===== config.mk =====
export PLATFORM = sky130hd
export DESIGN_NAME = fcpm_out
export DESIGN_NICKNAME = d
export VERILOG_FILES = /design/src/fcpm_pkg.sv /design/src/fcpm_out.sv
export SDC_FILE = /design/constraint.sdc
export NUM_CORES = 1
export LEC_CHECK = 0
export BUFFER_PORTS_ARGS = -buffer_cell sky130_fd_sc_hd__buf_2
export CAP_MARGIN = 20
export CORE_ASPECT_RATIO = 0.7
export CORE_MARGIN = 1
export CORE_UTILIZATION = 45
export DETAILED_ROUTE_END_ITERATION = 12
export PLACE_DENSITY = 0.65
export SYNTH_ARGS = -nofsm -noshare
export SYNTH_HDL_FRONTEND = slang
export SYNTH_SLANG_ARGS = --single-unit

===== constraint.sdc =====
create_clock -name clk_i -period 15.12 [get_ports clk_i]
set_input_delay 1.512 -clock clk_i [delete_from_list [all_inputs] [get_ports clk_i]]
set_output_delay 1.512 -clock clk_i [all_outputs]
set_load 0.1 [all_outputs]

===== src/fcpm_pkg.sv =====
`default_nettype none

package fcpm_pkg;

  // configuration port
  localparam int CFG_ADDR_W = 3;
  localparam int CFG_DATA_W = 32;

  typedef enum logic [CFG_ADDR_W-1:0] {
    REG_VOLT_GAIN  = 3'd0,
    REG_FAN_SQ     = 3'd1,
    REG_FAN_LIN    = 3'd2,
    REG_FAN_CONST  = 3'd3,
    REG_DUTY_SQ    = 3'd4,
    REG_DUTY_LIN   = 3'd5,
    REG_DUTY_CONST = 3'd6
  } cfg_reg_e;

  // fixed-point constants
  localparam int          GAIN_W        = 16;
  localparam int          VOLT_W        = 20;
  localparam int          PCT_W         = 15;
  localparam int          LVL_W         = 8;
  localparam int          CLAMP_W       = 23;
  localparam logic [15:0] VOLT_GAIN_RST = 16'd14207;
  localparam logic [19:0] VOLT_MAX      = 20'hFFFFF;
  localparam logic [22:0] HUNDRED_Q16   = 23'd6553600;
  // floor(q / 100) as (q * 5243) >> 19, exact for q below 25600
  localparam logic [12:0] PWM_RECIP     = 13'd5243;
  localparam int          PWM_SHIFT     = 19;

  // one quadratic's coefficients, signed Q16.16
  typedef struct packed {
    logic signed [31:0] sq;
    logic signed [31:0] lin;
    logic signed [31:0] cst;
  } coef_t;

  // floor of a 64-bit product over 2^16, saturated to signed 32 bits
  function automatic logic signed [31:0] sat_shr16(input logic signed [63:0] p);
    logic signed [63:0] sh;
    sh = p >>> 16;
    if (!sh[63] && (|sh[62:31])) begin
      sat_shr16 = 32'sh7FFF_FFFF;
    end else if (sh[63] && !(&sh[62:31])) begin
      sat_shr16 = 32'sh8000_0000;
    end else begin
      sat_shr16 = sh[31:0];
    end
  endfunction

  // signed 32-bit add with saturation
  function automatic logic signed [31:0] sat_add(input logic signed [31:0] a,
                                                 input logic signed [31:0] b);
    logic [32:0] s;
    s = {a[31], a} + {b[31], b};
    if (s[32] != s[31]) begin
      sat_add = s[32] ? 32'sh8000_0000 : 32'sh7FFF_FFFF;
    end else begin
      sat_add = s[31:0];
    end
  endfunction

endpackage

`default_nettype wire


===== src/fcpm_out.sv =====
`default_nettype none

module fcpm_out import fcpm_pkg::*; (
  input  wire logic               clk_i,
  input  wire logic               rst_ni,
  input  wire logic               valid_i,
  output logic                    ready_o,
  input  wire logic signed [31:0] fan_i,
  input  wire logic signed [31:0] duty_i,
  output logic                    valid_o,
  input  wire logic               ready_i,
  output logic [PCT_W-1:0]        fan_pct_o,
  output logic [PCT_W-1:0]        duty_pct_o,
  output logic [LVL_W-1:0]        pwm_lvl_o
);

  localparam int NS  = 2;
  localparam int SCW = CLAMP_W + 8;
  localparam int RW  = PCT_W + 13;

  logic [NS:0]   en;
  logic [NS-1:0] v_q, v_d, v_in;

  logic [CLAMP_W-1:0] fan_c, duty_c, fan_c_q, duty_c_q;
  logic [SCW-1:0]     duty_x255;
  logic [PCT_W-1:0]   q_d, q_q;
  logic [RW-1:0]      recip;
  logic [PCT_W-1:0]   fan_pct_q, duty_pct_q;
  logic [LVL_W-1:0]   lvl_q;

  // stage enables, a stage loads when empty or when the next one moves
  always_comb begin
    en[NS] = ready_i;
    for (int k = NS - 1; k >= 0; k--) begin
      en[k] = !v_q[k] || en[k+1];
    end
  end

  assign v_in = {v_q[NS-2:0], valid_i};
  assign v_d  = (en[NS-1:0] & v_in) | (~en[NS-1:0] & v_q);

  always_ff @(posedge clk_i or negedge rst_ni) begin
    if (!rst_ni) begin
      v_q <= '0;
    end else begin
      v_q <= v_d;
    end
  end

  // clamp to 0..100 in Q16.16
  always_comb begin
    if (fan_i[31]) begin
      fan_c = '0;
    end else if (fan_i[30:0] > 31'(HUNDRED_Q16)) begin
      fan_c = HUNDRED_Q16;
    end else begin
      fan_c = fan_i[CLAMP_W-1:0];
    end
    if (duty_i[31]) begin
      duty_c = '0;
    end else if (duty_i[30:0] > 31'(HUNDRED_Q16)) begin
      duty_c = HUNDRED_Q16;
    end else begin
      duty_c = duty_i[CLAMP_W-1:0];
    end
  end

  // duty * 255 / 2^16, the divide by 100 follows
  assign duty_x255 = {duty_c, 8'd0} - SCW'(duty_c);
  assign q_d       = duty_x255[SCW-1:16];
  assign recip     = RW'(q_q) * RW'(PWM_RECIP);

  always_ff @(posedge clk_i) begin
    if (en[0]) begin
      fan_c_q  <= fan_c;
      duty_c_q <= duty_c;
      q_q      <= q_d;
    end
    if (en[1]) begin
      fan_pct_q  <= fan_c_q[CLAMP_W-1:8];
      duty_pct_q <= duty_c_q[CLAMP_W-1:8];
      lvl_q      <= recip[PWM_SHIFT+LVL_W-1:PWM_SHIFT];
    end
  end

  assign ready_o    = en[0];
  assign valid_o    = v_q[NS-1];
  assign fan_pct_o  = fan_pct_q;
  assign duty_pct_o = duty_pct_q;
  assign pwm_lvl_o  = lvl_q;

endmodule

`default_nettype wire


==> reports/metrics.csv <==
metric;value;unit
outcome;complete, no violations;
cell_types_with_the_largest_area_share_after_synthesis;sky130_fd_sc_hd__edfxtp_1, sky130_fd_sc_hd__ha_1, sky130_fd_sc_hd__fa_1;
yosysWarningCount;0;
layout-area-overhead-vs-synth;14.58;%
diodes;0;
vdd.ir_drop.worst;0.0001452;V
required;15210;ps
synthArstFlopShare;2.353;%
grt_max_degree;48;
global_route.overflow_total;0;
power_frac_comb;66.7;%
seq_power_share;20.1;%
power.static_leakage;4.299;nW
antenna_left;0;
post_drt_wl_per_cell;15.91;um
initial_core_util;45.97;%
layout.filler_cells;1435;
synthDominantCellAreaShare;33.27;%
worstSetupPathType;primary input to register;
cts-buffers-inserted;9;
synth_ff_type;sky130_fd_sc_hd__edfxtp_1;
synth-xor-area-share;2.338;%
cts_hold_buf;0;
yosys-mux-area-fraction;0;%
tightest_slew;972.5;ps
clk_pin_slew;60;ps
syn_avg_cell_area;11.13;um2
detailedRoute.firstIterationViolations;265;
most-common-layout-cells;sky130_fd_sc_hd__inv_1, sky130_fd_sc_hd__ha_1, sky130_fd_sc_hd__buf_2;
vias;5242;
maxClockFrequency;177.9;MHz
floorplan.io_pins;108;
die_y;110.0;um
net-switching-power;787.1;uW
synth_area_leader_cell;sky130_fd_sc_hd__edfxtp_1;
count_of_buffers_from_port_buffering;107;
place_hpwl;13.73;mm
largest_family_of_logic_cells_by_synthesized_area;adder cells;
synthesis.area;7492;um2
finish.cell_count_without_fillers;1015;
finClkSkew;7.006;ps
cts.root.buffer_cell;sky130_fd_sc_hd__clkbuf_16;
ctsResizeCount;0;
cts_max_path_buffers;2;
drive_gt1_share;16.84;%
yosys.area_share.simple;8.935;%
place_area;8278;um2
netSwitchingFraction;48.17;%
cts_tree;yes;
post-route-drc-count;0;
dr.pass1.iters;5;
vias_in_the_first_global_route;5189;
gp_congestion;0.9529;
coreArea;16300;um2
leading_cell_type_in_the_layout_fill_and_taps_excluded;sky130_fd_sc_hd__inv_1;
layout.core_utilization;52.67;%
fp.dieArea;17180;um2
clk_pwr_share;13.2;%
timing.slew.headroom;34.67;%
compound_gate_fraction_of_synth_area;10.14;%
setup_viol;0;
pwr_density_cell;190.3;nW/um2
finalHoldViolCount;0;
final_nets;1034;
capturing_element_type_of_the_critical_path;register;
cellInternalPower;846.9;uW
global_route_wire_length_before_repair;25.32;mm
clk_latency;340;ps
final_clock_period_utilization_by_the_worst_path;37.17;%
preCtsSetupSlack;9193;ps
std_cell_rows;39;
sequential_to_total_area_share_from_yosys_stat;33.93;%
number_of_nets_produced_by_synthesis;922;
unrepaired_setup_endpoints_after_global_routing;false;
worst_hold_path_type;register to register;
finalWirelength;16.15;mm
hold_slack;416.3;ps
synthDistinctLibCells;53;
aggregate_negative_setup_slack;0;ps
cts.repair_timing.setup_buffer_count;0;
cts.sinks;85;
cts-htree-levels;3;
synth-adder-area-share;37.04;%
number_of_flops_mapped_to_enable_cells_by_yosys;83;
finalWorstPathRequiredPeriod;5621;ps
x_dimension_of_the_die;156.2;um
synthesis.instances;673;
final_design_area_no_fill;8584;um2
synth-seq-cells;85;
finalPower;1.634;mW
avgViaCountPerCell;5.165;
fin_ws;9499;ps
critical_path_arrival;5710;ps
antenna_found_initial;0;
placedCellCount;999;
maxSlewViolCount;0;
worstPathMaxFanout;17;
grt_util_all_layers;19.27;%
max-cap-violations;0;
startpoint_type;primary input;
==> sequential cells by signal (all words and copies together) (netlist names), named ones only <==
name,count
duty_pct_o,15
pwm_lvl_o,8
q_q,15
duty_c_q,15
fan_pct_o,15
fan_c_q,15
==> kinds of logic (layout without fill, tap and decap cells) <==
kind of cell	Yosys count	in the layout
DFF	85	85
buffers and inverters	148	265
AOI/OAI and AO/OA	112	112
adders and majority gates	181	181
and+or+nand+nor	127	127
xor gates and xnor gates	20	20
==> final timing paths <==
path	start	endpoint	slack, ps	depth (start not counted)
min in group asynchronous	rst_ni	async pin	940	1
worst max register to register	q_q[8]	pwm_lvl_o[6]	9750	15
max in group asynchronous	rst_ni	async pin	14080	1
worst max-delay path	duty_i[16]	q_q[10]	9500	14
worst min-delay path	duty_c_q[20]	duty_pct_o[12]	420	0
worst min register to register	duty_c_q[20]	duty_pct_o[12]	420	0
==> per-layer routing <==
metal,vias to the layer above,part of all wire (%),global-route usage (%)
met4,0,1.0,3.711
met2,120,44,28.99
met5,-,0,0
li1,2552,-,-
met3,19,4.1,4.730
met1,2551,51,28.18
==> synthesized netlist by cell type, types with 2 or more instances <==
cell type	instances
sky130_fd_sc_hd__a221o_1	2
sky130_fd_sc_hd__o21ai_0	21
sky130_fd_sc_hd__and3_1	18
sky130_fd_sc_hd__clkbuf_1	4
sky130_fd_sc_hd__nor2_1	22
sky130_fd_sc_hd__nor4_1	12
sky130_fd_sc_hd__dfrtp_1	2
sky130_fd_sc_hd__a211oi_1	8
sky130_fd_sc_hd__xnor2_1	16
sky130_fd_sc_hd__and2_1	15
sky130_fd_sc_hd__o21bai_1	4
sky130_fd_sc_hd__a21o_1	13
sky130_fd_sc_hd__fa_1	68
sky130_fd_sc_hd__xor2_1	4
sky130_fd_sc_hd__a31oi_1	4
sky130_fd_sc_hd__nand2_1	28
sky130_fd_sc_hd__edfxtp_1	83
sky130_fd_sc_hd__nand2b_1	3
sky130_fd_sc_hd__o41ai_1	2
sky130_fd_sc_hd__buf_4	2
sky130_fd_sc_hd__nor2b_1	2
sky130_fd_sc_hd__inv_1	141
sky130_fd_sc_hd__ha_1	113
sky130_fd_sc_hd__o211ai_1	5
sky130_fd_sc_hd__nand4_1	5
sky130_fd_sc_hd__nand3_1	7
sky130_fd_sc_hd__or4_1	3
sky130_fd_sc_hd__o21ai_1	4
sky130_fd_sc_hd__or2_2	3
sky130_fd_sc_hd__o21a_1	4
sky130_fd_sc_hd__nor3_1	5
sky130_fd_sc_hd__a21oi_1	29
==> cell type report <==
| type | instances | area [um2] | share of cell area, % |
|---|---|---|---|
| clock buffer | 9 | 225.2 | 2.624 |
| clock inverter | 7 | 81.33 | 0.9474 |
| inverter | 141 | 529.3 | 6.165 |
| multi-input combinational | 440 | 4382 | 51.04 |
| sequential | 85 | 2542 | 29.62 |
| tap | 225 | 281.5 | 3.279 |
| timing repair buffer | 108 | 543.0 | 6.326 |
==> power by group through the flow <==
stage	clock network (mW)	registers, mW	logic (mW)
2_1_floorplan	0	0.471	0.704
3_3_place_gp	0	0.333	1.05
3_5_place_dp	0	0.334	1.09
4_1_cts	0.220	0.329	1.10
5_1_grt	0.230	0.332	1.23
6_report	0.216	0.328	1.09
==> worst max-delay path: stages <==
cell and delay [ps]:
sky130_fd_sc_hd__buf_2 120, sky130_fd_sc_hd__or3_4 420, sky130_fd_sc_hd__or4_1 420, sky130_fd_sc_hd__o21ai_1 480
sky130_fd_sc_hd__and2_1 640, sky130_fd_sc_hd__nand2_1 170, sky130_fd_sc_hd__ha_1 380, sky130_fd_sc_hd__and2_1 200
sky130_fd_sc_hd__o21ai_0 140, sky130_fd_sc_hd__a211oi_1 340, sky130_fd_sc_hd__o21ai_1 250, sky130_fd_sc_hd__a211oi_1 410
sky130_fd_sc_hd__nor2b_1 100, sky130_fd_sc_hd__xnor2_1 130
Note: power is estimated with default switching activity, not from simulation.
