<file path="src/fcpm_pkg.sv">
`default_nettype none

package fcpm_pkg;

  // configuration port
  localparam int CFG_ADDR_W = 3;
  localparam int CFG_DATA_W = 32;

  typedef enum logic [CFG_ADDR_W-1:0] {
    REG_VOLT_GAIN  = 3'd0,
    REG_FAN_SQ     = 3'd1,
    REG_FAN_LIN    = 3'd2,
    REG_FAN_CONST  = 3'd3,
    REG_DUTY_SQ    = 3'd4,
    REG_DUTY_LIN   = 3'd5,
    REG_DUTY_CONST = 3'd6
  } cfg_reg_e;

  // fixed-point constants
  localparam int          GAIN_W        = 16;
  localparam int          VOLT_W        = 20;
  localparam int          PCT_W         = 15;
  localparam int          LVL_W         = 8;
  localparam int          CLAMP_W       = 23;
  localparam logic [15:0] VOLT_GAIN_RST = 16'd14207;
  localparam logic [19:0] VOLT_MAX      = 20'hFFFFF;
  localparam logic [22:0] HUNDRED_Q16   = 23'd6553600;
  // floor(q / 100) as (q * 5243) >> 19, exact for q below 25600
  localparam logic [12:0] PWM_RECIP     = 13'd5243;
  localparam int          PWM_SHIFT     = 19;

  // one quadratic's coefficients, signed Q16.16
  typedef struct packed {
    logic signed [31:0] sq;
    logic signed [31:0] lin;
    logic signed [31:0] cst;
  } coef_t;

  // floor of a 64-bit product over 2^16, saturated to signed 32 bits
  function automatic logic signed [31:0] sat_shr16(input logic signed [63:0] p);
    logic signed [63:0] sh;
    sh = p >>> 16;
    if (!sh[63] && (|sh[62:31])) begin
      sat_shr16 = 32'sh7FFF_FFFF;
    end else if (sh[63] && !(&sh[62:31])) begin
      sat_shr16 = 32'sh8000_0000;
    end else begin
      sat_shr16 = sh[31:0];
    end
  endfunction

  // signed 32-bit add with saturation
  function automatic logic signed [31:0] sat_add(input logic signed [31:0] a,
                                                 input logic signed [31:0] b);
    logic [32:0] s;
    s = {a[31], a} + {b[31], b};
    if (s[32] != s[31]) begin
      sat_add = s[32] ? 32'sh8000_0000 : 32'sh7FFF_FFFF;
    end else begin
      sat_add = s[31:0];
    end
  endfunction

endpackage

`default_nettype wire

</file>
<file path="src/fcpm_volt.sv">
`default_nettype none

module fcpm_volt import fcpm_pkg::*; #(
  parameter int ADC_BITS = 10
) (
  input  wire logic                clk_i,
  input  wire logic                rst_ni,
  input  wire logic                valid_i,
  output logic                     ready_o,
  input  wire logic [ADC_BITS-1:0] adc_i,
  input  wire logic [GAIN_W-1:0]   gain_i,
  output logic                     valid_o,
  input  wire logic                ready_i,
  output logic signed [31:0]       volt_o
);

  localparam int NS = 2;
  localparam int PW = ADC_BITS + GAIN_W;
  localparam int SW = PW - 4;
  localparam logic [SW-1:0] VMAX = SW'(VOLT_MAX);

  logic [NS:0]    en;
  logic [NS-1:0]  v_q, v_d, v_in;
  logic [PW-1:0]  prod_q, prod_d;
  logic [SW-1:0]  shifted;
  logic [VOLT_W-1:0] volt_q, volt_d;

  // stage enables, a stage loads when empty or when the next one moves
  always_comb begin
    en[NS] = ready_i;
    for (int k = NS - 1; k >= 0; k--) begin
      en[k] = !v_q[k] || en[k+1];
    end
  end

  assign v_in = {v_q[NS-2:0], valid_i};
  assign v_d  = (en[NS-1:0] & v_in) | (~en[NS-1:0] & v_q);

  // count times gain, then drop four bits and saturate to Q4.16
  assign prod_d  = PW'(adc_i) * PW'(gain_i);
  assign shifted = prod_q[PW-1:4];
  assign volt_d  = (shifted > VMAX) ? VOLT_MAX : shifted[VOLT_W-1:0];

  always_ff @(posedge clk_i or negedge rst_ni) begin
    if (!rst_ni) begin
      v_q <= '0;
    end else begin
      v_q <= v_d;
    end
  end

  always_ff @(posedge clk_i) begin
    if (en[0]) begin
      prod_q <= prod_d;
    end
    if (en[1]) begin
      volt_q <= volt_d;
    end
  end

  assign ready_o = en[0];
  assign valid_o = v_q[NS-1];
  assign volt_o  = signed'(32'(volt_q));

endmodule

`default_nettype wire

</file>
<file path="config.mk">
export PLATFORM = sky130hd
export DESIGN_NAME = fcpm_volt
export DESIGN_NICKNAME = d
export VERILOG_FILES = /design/src/fcpm_pkg.sv /design/src/fcpm_volt.sv
export SDC_FILE = /design/constraint.sdc
export NUM_CORES = 1
export LEC_CHECK = 0
export BUFFER_PORTS_ARGS = -buffer_cell sky130_fd_sc_hd__buf_2
export CAP_MARGIN = 20
export CORE_MARGIN = 4
export CORE_UTILIZATION = 26
export DETAILED_ROUTE_END_ITERATION = 10
export PLACE_DENSITY = 0.47
export SYNTH_ARGS = -nofsm -noshare
export SYNTH_HDL_FRONTEND = slang
export SYNTH_SLANG_ARGS = --single-unit
</file>
<file path="constraint.sdc">
create_clock -name clk_i -period 1.9 [get_ports clk_i]
set_input_delay 0.19 -clock clk_i [delete_from_list [all_inputs] [get_ports clk_i]]
set_output_delay 0.19 -clock clk_i [all_outputs]
set_load 0.01 [all_outputs]
</file>
==> results of run 1 <==
## layer usage
metal / vias up / GRT usage
li1: 2456 / -
met1: 2578 / 0.157
met2: 62 / 0.228
met3: 9 / 0.00939
met4: 0 / 0.0162
met5: - / 0
## critical path: cells and delay by family
kind            cells  cell delay (ns)
fa+ha+maj           6             2.80
compound gates      3             0.57
buf+inv             3             0.23
xor+xnor            1             0.09
simple gates        3             0.46
## power breakdown
| group | leakage, nW | internal (mW) | switching [mW] |
|---|---|---|---|
| Combinational | 3.84 | 7.75 | 7.42 |
| Sequential | 0.426 | 1.97 | 0.147 |
| Clock | 0.0736 | 0.484 | 0.345 |
| Total | 4.34 | 10.2 | 7.91 |
## repair_timing
item,CTS,global route
hold buffers,1,0
cloned,1,2
endpoints found under the setup margin,22,22
endpoints found under the hold margin,2,0
pin swaps,83,55
resized for setup,130,46
setup buffers,16,10
## synthesized netlist by cell type, types with 7 or more instances
master    instances  area [µm²]
o21ai_0          12        60.1
clkbuf_1         31         116
xor2_1            7        61.3
edfxtp_1         42        1260
inv_1           123         462
or3_1            21         131
xnor2_1          14         123
nand2_1          99         372
fa_1            109        2180
buf_4            12        90.1
nor2_1           15        56.3
a21oi_1          22         110
and2_1           68         425
ha_1             59         738
## layout make-up
type | instances | area, µm² | area share
multi-input combinational | 494 | 5450 | 0.581
timing repair buffer | 180 | 1600 | 0.171
sequential | 44 | 1310 | 0.140
inverter | 123 | 462 | 0.0492
tap | 330 | 413 | 0.0440
clock buffer | 5 | 125 | 0.0133
clock inverter | 3 | 18.8 | 0.00200
## worst max path at each step
stage,from,to,slack (ns)
global route,adc_i[3],prod_q[24]$_DFFE_PN_,-2.62
global placement,adc_i[4],prod_q[24]$_DFFE_PN_,-3.03
finish,adc_i[5],prod_q[24]$_DFFE_PN_,-2.41
detailed placement,adc_i[4],prod_q[24]$_DFFE_PN_,-2.95
CTS,adc_i[3],prod_q[18]$_DFFE_PN_,-2.42
floorplan,adc_i[1],prod_q[23]$_DFFE_PN_,-2.61
## sequential cells by signal, indices dropped and copies added (netlist names), named ones only
signal  count
volt_q     20
prod_q     22
## cell families (layout without fill, tap and decap cells)
logic type,Yosys count,in the layout
flops,44,44
simple gates,233,233
fa+ha+maj,168,168
other cells,1,12
xor+xnor,21,21
compound gates,60,60
buf+inv,169,311
## cell usage in the layout, fill, tap and decap left out, types with 18 or more instances in the layout
| cell | Yosys | final |
|---|---|---|
| and2_1 | 68 | 51 |
| buf_2 | 2 | 30 |
| buf_4 | 12 | 105 |
| buf_6 | 0 | 24 |
| edfxtp_1 | 42 | 42 |
| fa_1 | 109 | 101 |
| ha_1 | 59 | 34 |
| ha_4 | 0 | 25 |
| inv_1 | 123 | 105 |
| inv_2 | 0 | 18 |
| nand2_1 | 99 | 83 |
| or3_1 | 21 | 20 |
## stage by stage
step           setup WS, ns  TNS [ns]  std cells  utilization  area, µm²
2_1_floorplan         -2.61    -49.37        707            -       7220
3_3_place_gp          -3.03    -58.81       1144        0.327       8240
3_5_place_dp          -2.95    -59.04       1144        0.327       8240
4_1_cts               -2.42    -47.22       1170        0.362       9110
5_1_grt               -2.62    -50.24       1179        0.372       9380
6_report              -2.41    -46.77       1179        0.372       9380
==> summary.md, run 1 <==
| Metric | Value |
|---|---|
| Status | finished, violations left |
| Failing checks | setup timing |
| Critical path class | input pin to register |
| GP Congestion | 0.782 |
| # DRC | 0 |
| Total grt overflow | 0 |
| Worst vdd ir | 1.32 mV |
| DR pass1 iterations | 4 |
| Mapped Area | 6670 µm² |
| Tightest Pin Transition | 0.521 ns |
| CTS sink cnt | 44 |
| Area delta synth->final | 40.5% |
| Fin. Hold Viols | 0 |
| Max Cap Viol | 0 |
| Bufs on Longest Clock Path | 2 |
| Clock latency on the worst-skew pair | 0.28 ns |
| Ys Warns | 0 |
| Cell area power density | 1930 nW/µm² |
| Largest family of logic cells by synthesized area | adder cells |
| Htree depth | 2 |
| R2R Path End | volt_q[10]$_SDFFCE_PN1P_ |
| Syn Inst Count | 696 |
| Max-slew violations | 0 |
| Asr flop ratio synth | 0.0455 |
| XOR/XNOR Fraction of Synth Area | 0.0276 |
| CP dominant cell by count | fa_1 |
| #FFs+latches synth | 44 |
| Gr usage total | 0.122 |
| Final Skew | 0.00448 ns |
| Post-route minimum period | 4.31 ns |
| Starting DRT DRC Count | 194 |
| Crit-path cells | buf_8, and2_4, fa_1, fa_1, fa_1, fa_1, inv_1, fa_1, inv_2, ha_4, and4_4, nand3_2, o211ai_2, a21oi_2, o31ai_2, xor2_1 |
| CP Capture Type | register |
| Initial antenna violation count | 0 |
| Routed met3 length | 351 µm |
| Detailed Route WL | 16700 µm |
| Rel. slew slack | 0.653 |
| Final setup fails | 22 |
| Largest net degree at the start of global routing | 24 |
| Post-DR vias/cell | 4.33 |
| Cts bufs inserted | 5 |
| Seq/Total Area, Yosys | 0.196 |
| Post-Syn Area per Cell | 9.59 µm² |
| Critical path's slowest cell | fa_1 |
| Delay of the slowest cell on the worst path | 0.55 ns |
| Number of global-route vias before repair | 5636 |
| Worst setup SP type | input pin |
| First-pass GRT wire length | 28200 µm |
| Yosys cell types | 47 |
| Final Net Count | 1046 |
| # fillers | 2564 |
| Core Area | 25200 µm² |
| Vias after detailed routing | 5105 |
| RSZ-0062 raised after global routing | yes |
| Hold path cells | 2 |
| R2R depth | 1 |
| Starting Density | 0.265 |
| WP data required | 1.93 ns |
| Die ar. | 28300 µm² |
| CP Data Arrival Time | 4.34 ns |
| Simple-gate share of the synthesized area | 0.177 |
| Num rows | 58 |
| Number of synthesized flops with an enable pin | 42 |
| Worst hold slack | 0.0966 ns |
| CTS tree | done |
| Antenna fix cells | 0 |
| Root Driver | clkbuf_16 |
| HPWL Detailed | 13400 µm |
| Met1 wire length | 7510 µm |
| Die Span X | 168 µm |
| Tcrit/Tclk final | 2.27 |
| CTS clock-pin slew for the worst setup and hold paths | 0.06 ns |
| Compound-gate portion of the synthesized area | 0.0585 |
| Chip height | 168 µm |
| FF-to-FF setup slack | 0.57 ns |
| Routed WL per cell | 14.2 µm |
| Met2 wire length | 8760 µm |
| I/O Buffers | 51 |
| RR Startpoint | prod_q[24]$_DFFE_PN_ |
| Leak pwr | 4.34 nW |
| Hold Path Class | input pin to register |
| Setup WS post-layout | -2.41 ns |
| FMAX | 0.232 GHz |
| Mux cell area share after synthesis | 0 |
| Boundary Pins | 64 |
| Commonest register cell after synthesis | edfxtp_1 |
| Uppermost routed layer | met4 |
| Max FO, Critical Path | 15 |
| Total Power | 18.1 mW |
| Post-Synth Adder-Cell Area | 0.438 |
| Final ANT Viol Nets | 0 |
| Min-delay src | valid_i |
| Fraction of layout cells with a size suffix above 1 | 0.379 |
(Power assumes the default switching activity.)
==> run 2: changes to the inputs <==
HOLD_SLACK_MARGIN = 0.03   (was not set)
PLACE_DENSITY = 0.49   (was 0.47)
clock period = 3.65 ns   (was 1.9 ns; I/O delays follow)
==> run 2 against run 1 <==
Against the previous run:
- the flow still finishes with violations (setup timing)
- largest cell class unchanged
- sequential power is 48% lower
- cell area up 0.31%
- cell count grew 0.42%
- sequential cell count unchanged
- global-route usage hardly changed
==> summary.md, run 2 (synthesized netlist as in run 1, its figures left out) <==
| Metric | Value |
|---|---|
| Worst vdd ir | 0.730 mV |
| Critical path class | input pin to register |
| Post-route setup TNS | -16.20 ns |
| Detailed Route WL | 16800 µm |
| Layout Cells excl Fill | 1184 |
| Core Area | 25200 µm² |
| GP Congestion | 0.774 |
| Total grt overflow | 0 |
| Multi-input gate area | 5390 µm² |
| Sw frac | 0.432 |
| Cts bufs inserted | 5 |
| Number of global-route vias before repair | 5573 |
| Commonest non-fill, non-tap cells in the layout | 102 x inv_1, 102 x buf_4, 100 x fa_1 |
| Bufs on Longest Clock Path | 2 |
| Max Cap Viol | 0 |
| Area delta synth->final | 40.9% |
| CTS sink cnt | 44 |
| Tightest Pin Transition | 0.964 ns |
| # DRC | 0 |
| Setup WS post-layout | -0.959 ns |
| WP data required | 3.67 ns |
| Antenna fix cells | 0 |
| Final Net Count | 1051 |
| CTS clock-pin slew for the worst setup and hold paths | 0.06 ns |
| Max FO, Critical Path | 4 |
| CP Data Arrival Time | 4.63 ns |
| Sw Pwr | 4.20 mW |
| Hold Path Class | input pin to register |
| Fin. Hold Viols | 0 |
| I/O Buffers | 51 |
| HPWL Detailed | 13500 µm |
| Status | finished, violations left |
| Worst setup SP type | input pin |
| Boundary Pins | 64 |
| Routed WL per cell | 14.2 µm |
| Fraction of layout cells with a size suffix above 1 | 0.383 |
| Comb pwr share | 0.835 |
| Sequential group share of total power | 0.113 |
| Clock power share | 0.051 |
| Largest register by flop count | prod_q |
| Reg area | 1310 µm² |
| Max-slew violations | 0 |
| Post-route minimum period | 4.61 ns |
| Vias after detailed routing | 5128 |
| Dpl cells | 1141 |
| First-pass GRT wire length | 28300 µm |
| CP Capture Type | register |
| Gr usage total | 0.122 |
| Core Util, Final | 0.374 |
| Final setup fails | 21 |
| Root Driver | clkbuf_16 |
| Starting DRT DRC Count | 167 |
| Cell area power density | 1030 nW/µm² |
| Largest registers | prod_q (22), volt_q (20) |
| CTS tree | done |
| RSZ-0062 raised after global routing | yes |
| Largest net degree at the start of global routing | 24 |
| Clock latency on the worst-skew pair | 0.28 ns |
| Tcrit/Tclk final | 1.26 |
| DR pass1 iterations | 4 |
| Internal | 5.52 mW |
| Final ANT Viol Nets | 0 |
| Final Skew | 0.00422 ns |
| Worst hold slack | 0.276 ns |
| FMAX | 0.217 GHz |
| Htree depth | 2 |
| Rel. slew slack | 0.358 |
| Largest register FFs | 22 |
| Failing checks | setup timing |
| Leak pwr | 4.36 nW |
| Die ar. | 28300 µm² |
| Initial antenna violation count | 0 |
| Num rows | 58 |
| # fillers | 2532 |
| Chip height | 168 µm |
| Place WS | -1.47 ns |
| Starting Density | 0.265 |
| Die Span X | 168 µm |
| Post-DR vias/cell | 4.33 |
-- run 2: cell types whose count changed in the layout (fill, tap and decap cells not counted), sizes merged --
cell | previous run | this run
buf | 177 | 182
bufinv | 0 | 1
clkinv | 3 | 2
bufbuf | 0 | 1
clkbuf | 7 | 6
-- run 2: timing repair --
item,in CTS,in global routing
setup buffers,17,20
setup endpoints to repair,21,21
resized for setup,122,66
hold endpoints to repair,2,0
hold buffers,1,0
cloned,2,0
pin swaps,71,66
-- run 2: cell type report --
type | count | area share
Clock buffer | 5 | 0.0133
Clock inverter | 3 | 0.00452
Inverter | 123 | 0.0493
Multi-Input combinational cell | 494 | 0.573
Sequential cell | 44 | 0.139
Tap cell | 330 | 0.0439
Timing Repair Buffer | 185 | 0.176
-- run 2: final timing paths --
path	endpoint	depth (start not counted)	startpoint	slack, ns
min in group asynchronous	asynchronous set/reset pin	2	rst_ni	0.39
max reg2reg	volt_q[3]$_SDFFCE_PN1P_	1	register	2.20
min reg2reg	register	1	register	0.47
min	register	2	valid_i	0.28
max in group asynchronous	asynchronous set/reset pin	2	rst_ni	3.16
max	prod_q[23]$_DFFE_PN_	16	adc_i[9]	-0.96
-- run 2: per-layer routing --
layer | wire, µm | global-route usage
met5 | 0 | 0
met4 | 221 | 0.0180
met3 | 372 | 0.00916
met2 | 8700 | 0.224
met1 | 7520 | 0.160
-- run 2: stage by stage --
stage          cell area, µm²  power, mW
2_1_floorplan            7160       5.33
3_3_place_gp             8180       7.53
3_5_place_dp             8180       7.51
4_1_cts                  9030       8.99
5_1_grt                  9410       10.7
6_report                 9410       9.73
-- run 2: power groups by stage --
stage                     sequential [mW]  combinational (mW)  clock [mW]
final                                1.10                8.13       0.499
after global routing                 1.14                8.99       0.534
after CTS                            1.11                7.37       0.510
after detailed placement             1.12                6.40           0
after global placement               1.11                6.41           0
after floorplan                      1.12                4.21           0
-- run 2: critical path, cell delays in order --
cell     delay, ns
buf_12        0.11
buf_8         0.12
and2_4        0.13
fa_2          0.58
fa_1          0.44
fa_1          0.49
fa_1          0.53
inv_2         0.04
fa_1          0.51
inv_2         0.05
ha_4          0.27
nand4_1       0.13
or3_1         0.41
o21ai_2       0.22
a21oi_2       0.10
xnor2_2       0.15
==> run 3: changes to the inputs <==
CELL_PAD_IN_SITES_DETAIL_PLACEMENT = 1   (was not set)
CELL_PAD_IN_SITES_GLOBAL_PLACEMENT = 2   (was not set)
PLACE_DENSITY = 0.67   (was 0.49)
SETUP_SLACK_MARGIN = 0.2   (was not set)
==> run 3 against run 2 <==
Against the previous run:
- the run still ends with setup timing left
- sequential cell count unchanged
- clock skew increased by 0.0013 ns
- total power increased by 0.27%
- clock power increased by 29%
- register-to-register slack got worse by 0.05 ns
- hold slack got worse by 0.0016 ns
- non-clock buffer count decreased by 8
- combinational power decreased by 1%
- cell area decreased by 0.23%
- critical path type unchanged
- critical endpoint unchanged
- highest routed layer unchanged
==> summary.md, run 3 (synthesized netlist as in run 1, its figures left out) <==
| Metric | Value |
|---|---|
| CP Capture Type | register |
| WP data required | 3.68 ns |
| Max-slew violations | 0 |
| Total grt overflow | 0 |
| Max Cap Viol | 0 |
| Antenna fix cells | 0 |
| Die Span X | 168 µm |
| Dpl cells | 1145 |
| DR pass1 iterations | 4 |
| Sw Pwr | 4.14 mW |
| Layout Cells excl Fill | 1176 |
| Internal | 5.61 mW |
| Number of global-route vias before repair | 6167 |
| Clock power share | 0.066 |
| Final Cell Area | 9390 µm² |
| Core Util, Final | 0.373 |
| Final setup fails | 21 |
| Initial antenna violation count | 0 |
| Worst hold slack | 0.274 ns |
| Largest register by flop count | prod_q |
| Final Net Count | 1043 |
| Most common cell after layout, fill and taps aside | fa_1 |
| # DRC | 0 |
| Cell area power density | 1040 nW/µm² |
| Final ANT Viol Nets | 0 |
| Tightest Pin Transition | 1.03 ns |
| CTS tree | done |
| Commonest non-fill, non-tap cells in the layout | 103 x fa_1, 101 x inv_1, 99 x buf_4 |
| Tcrit/Tclk final | 1.25 |
| Starting Density | 0.265 |
| Routed WL per cell | 15.3 µm |
| Status | finished, violations left |
| Area delta synth->final | 40.6% |
| Bufs on Longest Clock Path | 2 |
| Sw frac | 0.424 |
| Final Skew | 0.00555 ns |
| Rel. slew slack | 0.315 |
| CTS clock-pin slew for the worst setup and hold paths | 0.06 ns |
| Worst vdd ir | 0.581 mV |
| Cts bufs inserted | 5 |
| Hold Path Class | input pin to register |
| Place WS | -1.49 ns |
| Fraction of layout cells with a size suffix above 1 | 0.379 |
| Root Driver | clkbuf_16 |
| Failing checks | setup timing |
| Gr usage total | 0.133 |
| Largest register FFs | 22 |
| Max FO, Critical Path | 5 |
| HPWL Detailed | 14900 µm |
| Setup WS post-layout | -0.904 ns |
| Num rows | 58 |
| Boundary Pins | 64 |
| FMAX | 0.220 GHz |
| Chip height | 168 µm |
| Detailed Route WL | 18000 µm |
| Htree depth | 2 |
| Fin. Hold Viols | 0 |
| Starting DRT DRC Count | 105 |
| I/O Buffers | 51 |
| Largest net degree at the start of global routing | 24 |
| Core Area | 25200 µm² |
| Post-route minimum period | 4.55 ns |
| Critical path class | input pin to register |
| Vias after detailed routing | 5146 |
| Leak pwr | 4.36 nW |
| Comb pwr share | 0.821 |
| GP Congestion | 0.756 |
| First-pass GRT wire length | 30600 µm |
| Worst setup SP type | input pin |
| Die ar. | 28300 µm² |
| Area after DPL | 8210 µm² |
| CTS sink cnt | 44 |
| Post-DR vias/cell | 4.38 |
| Clock latency on the worst-skew pair | 0.28 ns |
| Sequential group share of total power | 0.113 |
| Largest registers | prod_q (22), volt_q (20) |
| CP Data Arrival Time | 4.58 ns |
| RSZ-0062 raised after global routing | yes |
-- run 3: stage by stage --
stage | total power, mW | TNS, ns
floorplan | 5.33 | -15.60
global placement | 7.70 | -25.41
detailed placement | 7.75 | -26.45
CTS | 9.70 | -14.89
global route | 10.7 | -16.95
finish | 9.76 | -13.64
-- run 3: critical path, stage by stage --
cell	delay (ns)
buf_12	0.12
buf_12	0.13
and2_4	0.14
fa_1	0.47
fa_1	0.52
fa_1	0.42
fa_1	0.51
inv_2	0.04
fa_1	0.54
inv_2	0.05
ha_4	0.27
buf_4	0.10
nand4_1	0.12
or3_1	0.35
o21ai_2	0.19
a21oi_2	0.10
xnor2_2	0.15
-- run 3: power by group through the flow --
stage / clock (mW) / sequential, mW / combinational, mW
detailed placement: 0 / 1.12 / 6.63
global placement: 0 / 1.12 / 6.59
floorplan: 0 / 1.12 / 4.21
global route: 0.681 / 1.14 / 8.92
CTS: 0.657 / 1.11 / 7.94
finish: 0.642 / 1.11 / 8.01
-- run 3: path summary, 6_finish.rpt --
path / from / to / slack (ns) / depth (start not counted)
min reg2reg: register / register / 0.48 / 1
min: valid_i / register / 0.27 / 2
max in group asynchronous: rst_ni / asynchronous set/reset pin / 3.14 / 2
max reg2reg: register / volt_q[11]$_SDFFCE_PN1P_ / 2.15 / 1
min in group asynchronous: rst_ni / asynchronous set/reset pin / 0.41 / 2
max: adc_i[9] / prod_q[23]$_DFFE_PN_ / -0.90 / 17
-- run 3: metal layers --
layer | part of all wire | routed length, µm | vias to the layer above | GRT usage
li1 | - | - | 2452 | -
met1 | 0.42 | 7530 | 2632 | 0.158
met2 | 0.55 | 9920 | 48 | 0.262
met3 | 0.015 | 269 | 14 | 0.0113
met4 | 0.014 | 246 | 0 | 0.0215
met5 | 0 | 0 | - | 0
-- run 3: layout make-up --
type | instances | area (µm²)
Fill cell | 2791 | 15800
Multi-Input combinational cell | 494 | 5370
Timing Repair Buffer | 177 | 1620
Sequential cell | 44 | 1310
Inverter | 123 | 462
Tap cell | 330 | 413
Clock buffer | 5 | 125
Clock inverter | 3 | 90.1
-- run 3: repair_timing --
action                     CTS  global route
gates cloned                 3             0
gates resized for setup    141            43
setup endpoints to repair   21            21
hold endpoints to repair     2             0
hold buffers                 1             0
setup buffers               12             7
pin swaps                   69            27
